===== src/hdl/bcbc_ram.sv =====
module bcbc_ram #(
  parameter int WIDTH = 8,
  parameter int DEPTH = 256,
  localparam int AW = (DEPTH > 1) ? $clog2(DEPTH) : 1
) (
  input  logic             clk,
  input  logic             we,
  input  logic [AW-1:0]    waddr,
  input  logic [WIDTH-1:0] wdata,
  input  logic [AW-1:0]    raddr,
  output logic [WIDTH-1:0] rdata
);

  logic [WIDTH-1:0] mem [DEPTH];

  always_ff @(posedge clk) begin
    if (we) begin
      mem[waddr] <= wdata;
    end
    rdata <= mem[raddr];
  end

endmodule


===== config.mk =====
export PLATFORM = sky130hd
export DESIGN_NAME = bcbc_ram
export DESIGN_NICKNAME = d
export VERILOG_FILES = /design/src/hdl/bcbc_ram.sv
export SDC_FILE = /design/constraint.sdc
export NUM_CORES = 2
export LEC_CHECK = 0
export BUFFER_PORTS_ARGS = -buffer_cell sky130_fd_sc_hd__buf_4
export CAP_MARGIN = 15
export CELL_PAD_IN_SITES_DETAIL_PLACEMENT = 1
export CELL_PAD_IN_SITES_GLOBAL_PLACEMENT = 2
export CORE_AREA = 2 2 384 386
export CTS_CLUSTER_DIAMETER = 80
export CTS_CLUSTER_SIZE = 30
export DETAILED_ROUTE_END_ITERATION = 6
export DIE_AREA = 0 0 386 388
export PLACE_DENSITY_LB_ADDON = 0.1
export SLEW_MARGIN = 20
export SYNTH_ARGS = -nofsm -noshare
export SYNTH_HDL_FRONTEND = slang
export SYNTH_SLANG_ARGS = --single-unit
export TNS_END_PERCENT = 20

===== constraint.sdc =====
create_clock -name clk -period 7.1 [get_ports clk]
set_clock_uncertainty 0.2 [all_clocks]
set_input_delay 1.42 -clock clk [delete_from_list [all_inputs] [get_ports clk]]
set_output_delay 1.42 -clock clk [all_outputs]
set_load 0.01 [all_outputs]

# [Yosys cells after proc, flatten, opt, wreduce, memory -nomap -nowiden]
# Memories as Yosys holds them, arrays and structs flattened. A register that Yosys moved wholly into a read port is not among the register bits.
# Index checks and enable logic that the tools add are counted.
[word_totals] mem_bits_rw=2048 reg_bits=0 latch_bits=0 out_inout_bits=8 rom_bits=0 elab_cells=3 in_bits=26 memories=1
[mem_list] memory="mem" depth=256 word_bits=8 rd=1 rd_ports_with_merged_regs=1 wr=1 line="14" rtl="logic [WIDTH-1:0] mem [DEPTH];"
[classes] muxes=2 n_eq_ne=0 magnitude_cmp=0 mul=0 addsub=0 div_mod_pow=0 n_shift=0 n_reduce_logical=0 n_bitwise=0
[ops] op="1-bit 2-to-1 mux" n=2

# [Logic depth before layout (Yosys ltp)]
[logic_depth] word_depth=2 depth_mapped=11 mapped_depth_nobuf=6

# [Worst setup path after synthesis]
# OpenSTA, ideal clock, no wires.
[synth_path] path_kind="in2reg" from="input raddr[0]" to="register rdata[2] (read register of mem)" setup_ps=131 t_arrival_ps=3227 n_path_buf=4 setup_slack_ps=3542 stages=9 required_time_ps=6769 path_cell_list="buf_6 > buf_12 > buf_8 > buf_2 > mux4_2 > a22oi_1 > a21oi_1 > nor4_1 > nor4_2"
[synth_rtl] item="from (decl)" line="10" rtl="input logic [AW-1:0] raddr,"
[synth_rtl] item="to (decl)" line="11" rtl="output logic [WIDTH-1:0] rdata"

==> impl_metrics.env <==
export IMPL_setup_tns_ns=0
export IMPL_cpMaxStageDelayCell="nor4_1"
export IMPL_core_um2=145000
export IMPL_antenna_found_initial=10
export IMPL_ios=34
export IMPL_gr_total_overflow=0
export IMPL_die_x_um=386
export IMPL_critPathMaxFanout=63
export IMPL_drt_initial_drc_count=3718
export IMPL_worst_r2r_setup_slack_ns=3.91
export IMPL_max_stage_delay_ns=0.85
export IMPL_die_h_um=388
export IMPL_r2r_start="mem[24][3]"
export IMPL_grt_pass1_vias=39437
export IMPL_htree_num_levels=3
export IMPL_fmax_ghz=0.223
export IMPL_crit_chain="buf_8, buf_12, buf_4, mux4_2, a21oi_1, a21oi_1, nor4_1, nor4_2"
export IMPL_dieArea_um2=150000
export IMPL_reg2reg_to="rdata[3]"
export IMPL_fillers=11856
export IMPL_ys_top_cells_by_area="edfxtp_1 77%, mux4_2 13%, mux2i_1 1.7%, nor2_1 1.3%, a22oi_1 1.3%"
export IMPL_yosysWarningCount=0
export IMPL_post_cts_buffers=0
export IMPL_cap_violations=0
export IMPL_r2r_cells=6
export IMPL_whs_path_depth=5
export IMPL_drc=0
export IMPL_yosysUniqueCellTypes=55
export IMPL_routed_via_density=6.63
export IMPL_path_delay_family="buffers and inverters"
export IMPL_power_density_nw_per_um2=257
export IMPL_finalWirelength_um=207000
export IMPL_start_util_pct=54.8
export IMPL_p_sw_mw=5.05
export IMPL_crit_required_ns=7.50
export IMPL_wire_per_inst_um=36.3
export IMPL_startpoint_type="input port"
export IMPL_yosysSeqAreaShare_pct=77.5
export IMPL_setup_violations=0
export IMPL_hold_buffers=0
export IMPL_rsz0062_at_grt="no"
export IMPL_synth_most_common_cell="edfxtp_1"
export IMPL_grt_pass1_wl_um=299000
export IMPL_place_ws_ns=1.76
export IMPL_netlist_area_um2=79600
export IMPL_holdWs_ns=0.858
export IMPL_hold_path_startpoint="mem[0][4]"
export IMPL_syn_to_final_growth_pct=7.41
export IMPL_cts_buffers=103
export IMPL_setup_slack_ns=2.62
export IMPL_hold_class="reg -> reg"
export IMPL_critPathBufInv=3
export IMPL_period_needed_ns=4.48
export IMPL_clock_latency_ns=0.75
export IMPL_slew_viol_final=0
export IMPL_final_nets=3742
export IMPL_criticalPathCategory="in -> reg"
export IMPL_port_buffers=33
export IMPL_switching_share_pct=23.0
export IMPL_vdd_drop_max_v=0.000267
export IMPL_multi_input_area_um2=16600
export IMPL_leakage_nw=25.7
export IMPL_p_comb_share_pct=5.5
export IMPL_hold_viol=0
export IMPL_path_common_cell="a21oi_1"
export IMPL_async_flop_share_pct=0
export IMPL_drive_gt1_share_pct=20.6
export IMPL_worstSetupEndpointType="flip-flop"
export IMPL_outcome="finished clean"
export IMPL_yosys_area_top_type="edfxtp_1"
export IMPL_dp_hpwl_um=128000
export IMPL_ys_flop_type="edfxtp_1"
export IMPL_postRouteAntennaNets=0
export IMPL_routabilityCongestion=0.813
export IMPL_postPlaceCellArea_um2=81700
export IMPL_timing_final_crit_share_pct=63.1
export IMPL_clk_path_buf_depth=3
export IMPL_synth_nets=3759
export IMPL_cts_tree="built"
export IMPL_ys_seq_elements=2056
export IMPL_cts_root_buf="clkbuf_16"
export IMPL_grt_start_max_net_pins=173
export IMPL_path_clk_slew_ns=0.10
export IMPL_vias=37930
export IMPL_grt_usage_pct=28.3
export IMPL_seq_area_um2=61700
export IMPL_p_seq_share_pct=61.0
export IMPL_holdPathEnd="rdata[4]"
export IMPL_cts_num_sinks=2056
export IMPL_final_area_um2=85400
export IMPL_synth_avg_cell_area_um2=21.3
export IMPL_yosysTopAreaCellShare_pct=77.3
export IMPL_clock_power_share_pct=33.5
export IMPL_synth_cells=3733
export IMPL_ctsResizeCount=0
export IMPL_synth_edf_count=2048
export IMPL_yosys_top_cells_count="2048 x edfxtp_1, 454 x mux4_2, 282 x nor2_1"
export IMPL_slew_limit_headroom_pct=22.0
export IMPL_worstMarginPinSlew_ns=1.17
export IMPL_crit_arrival_ns=4.88
export IMPL_first_pass_iters=5
export IMPL_intPower_mw=16.9
export IMPL_row_count=140
-- logic make-up (layout without fill, tap and decap cells) --
logic type	count (synthesis)	after routing	share of synthesized area [%]
AOI/OAI and AO/OA	385	385	3.42
other	0	4	0
buffers and inverters	235	299	1.83
DFF	2056	2056	77.5
muxes	591	591	14.6
and+or+nand+nor	466	466	2.63
-- registers in the layout, summed over array words and instances (netlist names) --
name	cells
mem	2048
rdata	8
-- cell usage in the layout, fill, tap and decap left out, types with 10 or more instances in the layout --
master	instances
inv_8	12
o21ai_0	10
o221ai_1	46
buf_4	84
o22ai_1	28
a221oi_1	13
nand2_1	32
nor3_1	21
edfxtp_1	2048
a211oi_1	16
a22oi_1	133
nand4_1	10
mux4_2	454
nor4_2	11
nand3_1	28
nor2b_1	28
inv_12	14
a21oi_1	96
nor2_1	277
inv_6	18
o211ai_1	10
buf_12	16
mux2i_1	134
clkinv_8	16
clkbuf_16	107
nor4_1	16
-- worst register-to-register path: cells and delay by family, from the launching register on --
family / cells / cell delay, ns
simple gates: 1 / 0.10
mux: 1 / 0.47
flops: 1 / 0.39
compound gates: 4 / 1.88
-- per-stage QoR --
stage | utilization (%) | cells | power [mW]
finish | 58.8 | 5718 | 22.0
global placement | 56.2 | 5526 | 14.9
global route | 58.8 | 5715 | 22.5
CTS | 58.8 | 5714 | 22.1
detailed placement | 56.3 | 5528 | 14.9
floorplan | - | 3733 | 14.3
-- worst max-delay path by stage --
| stage | startpoint | endpoint | depth (start not counted) |
|---|---|---|---|
| after floorplan | raddr[0] | rdata[2] | 9 |
| after CTS | raddr[0] | rdata[0] | 8 |
| after global placement | raddr[1] | rdata[2] | 8 |
| after detailed placement | raddr[0] | rdata[0] | 8 |
| after global routing | raddr[0] | rdata[0] | 8 |
| final | raddr[0] | rdata[6] | 8 |
-- area by class of cell --
type                       instances  area share (%)
antenna                            4          0.0117
clock buffer                     113            3.17
clock inverter                    73            1.16
inverter                           2         0.00879
multi-input combinational       1442            19.4
sequential                      2056            72.2
tap                             1917            2.81
timing repair buffer             111            1.28
-- per-layer routing --
metal | global-route usage [%] | wire [um]
met1 | 40.7 | 84600
met2 | 45.7 | 103000
met3 | 4.33 | 14000
met4 | 7.58 | 5510
met5 | 0 | 0
-- power groups by stage --
stage | registers [mW] | clock network, mW | logic (mW)
5_1_grt | 13.4 | 7.83 | 1.28
4_1_cts | 13.4 | 7.46 | 1.22
3_3_place_gp | 13.7 | 0 | 1.18
6_report | 13.4 | 7.35 | 1.21
2_1_floorplan | 13.7 | 0 | 0.650
3_5_place_dp | 13.7 | 0 | 1.22
Power figures use the tool's default switching activity.
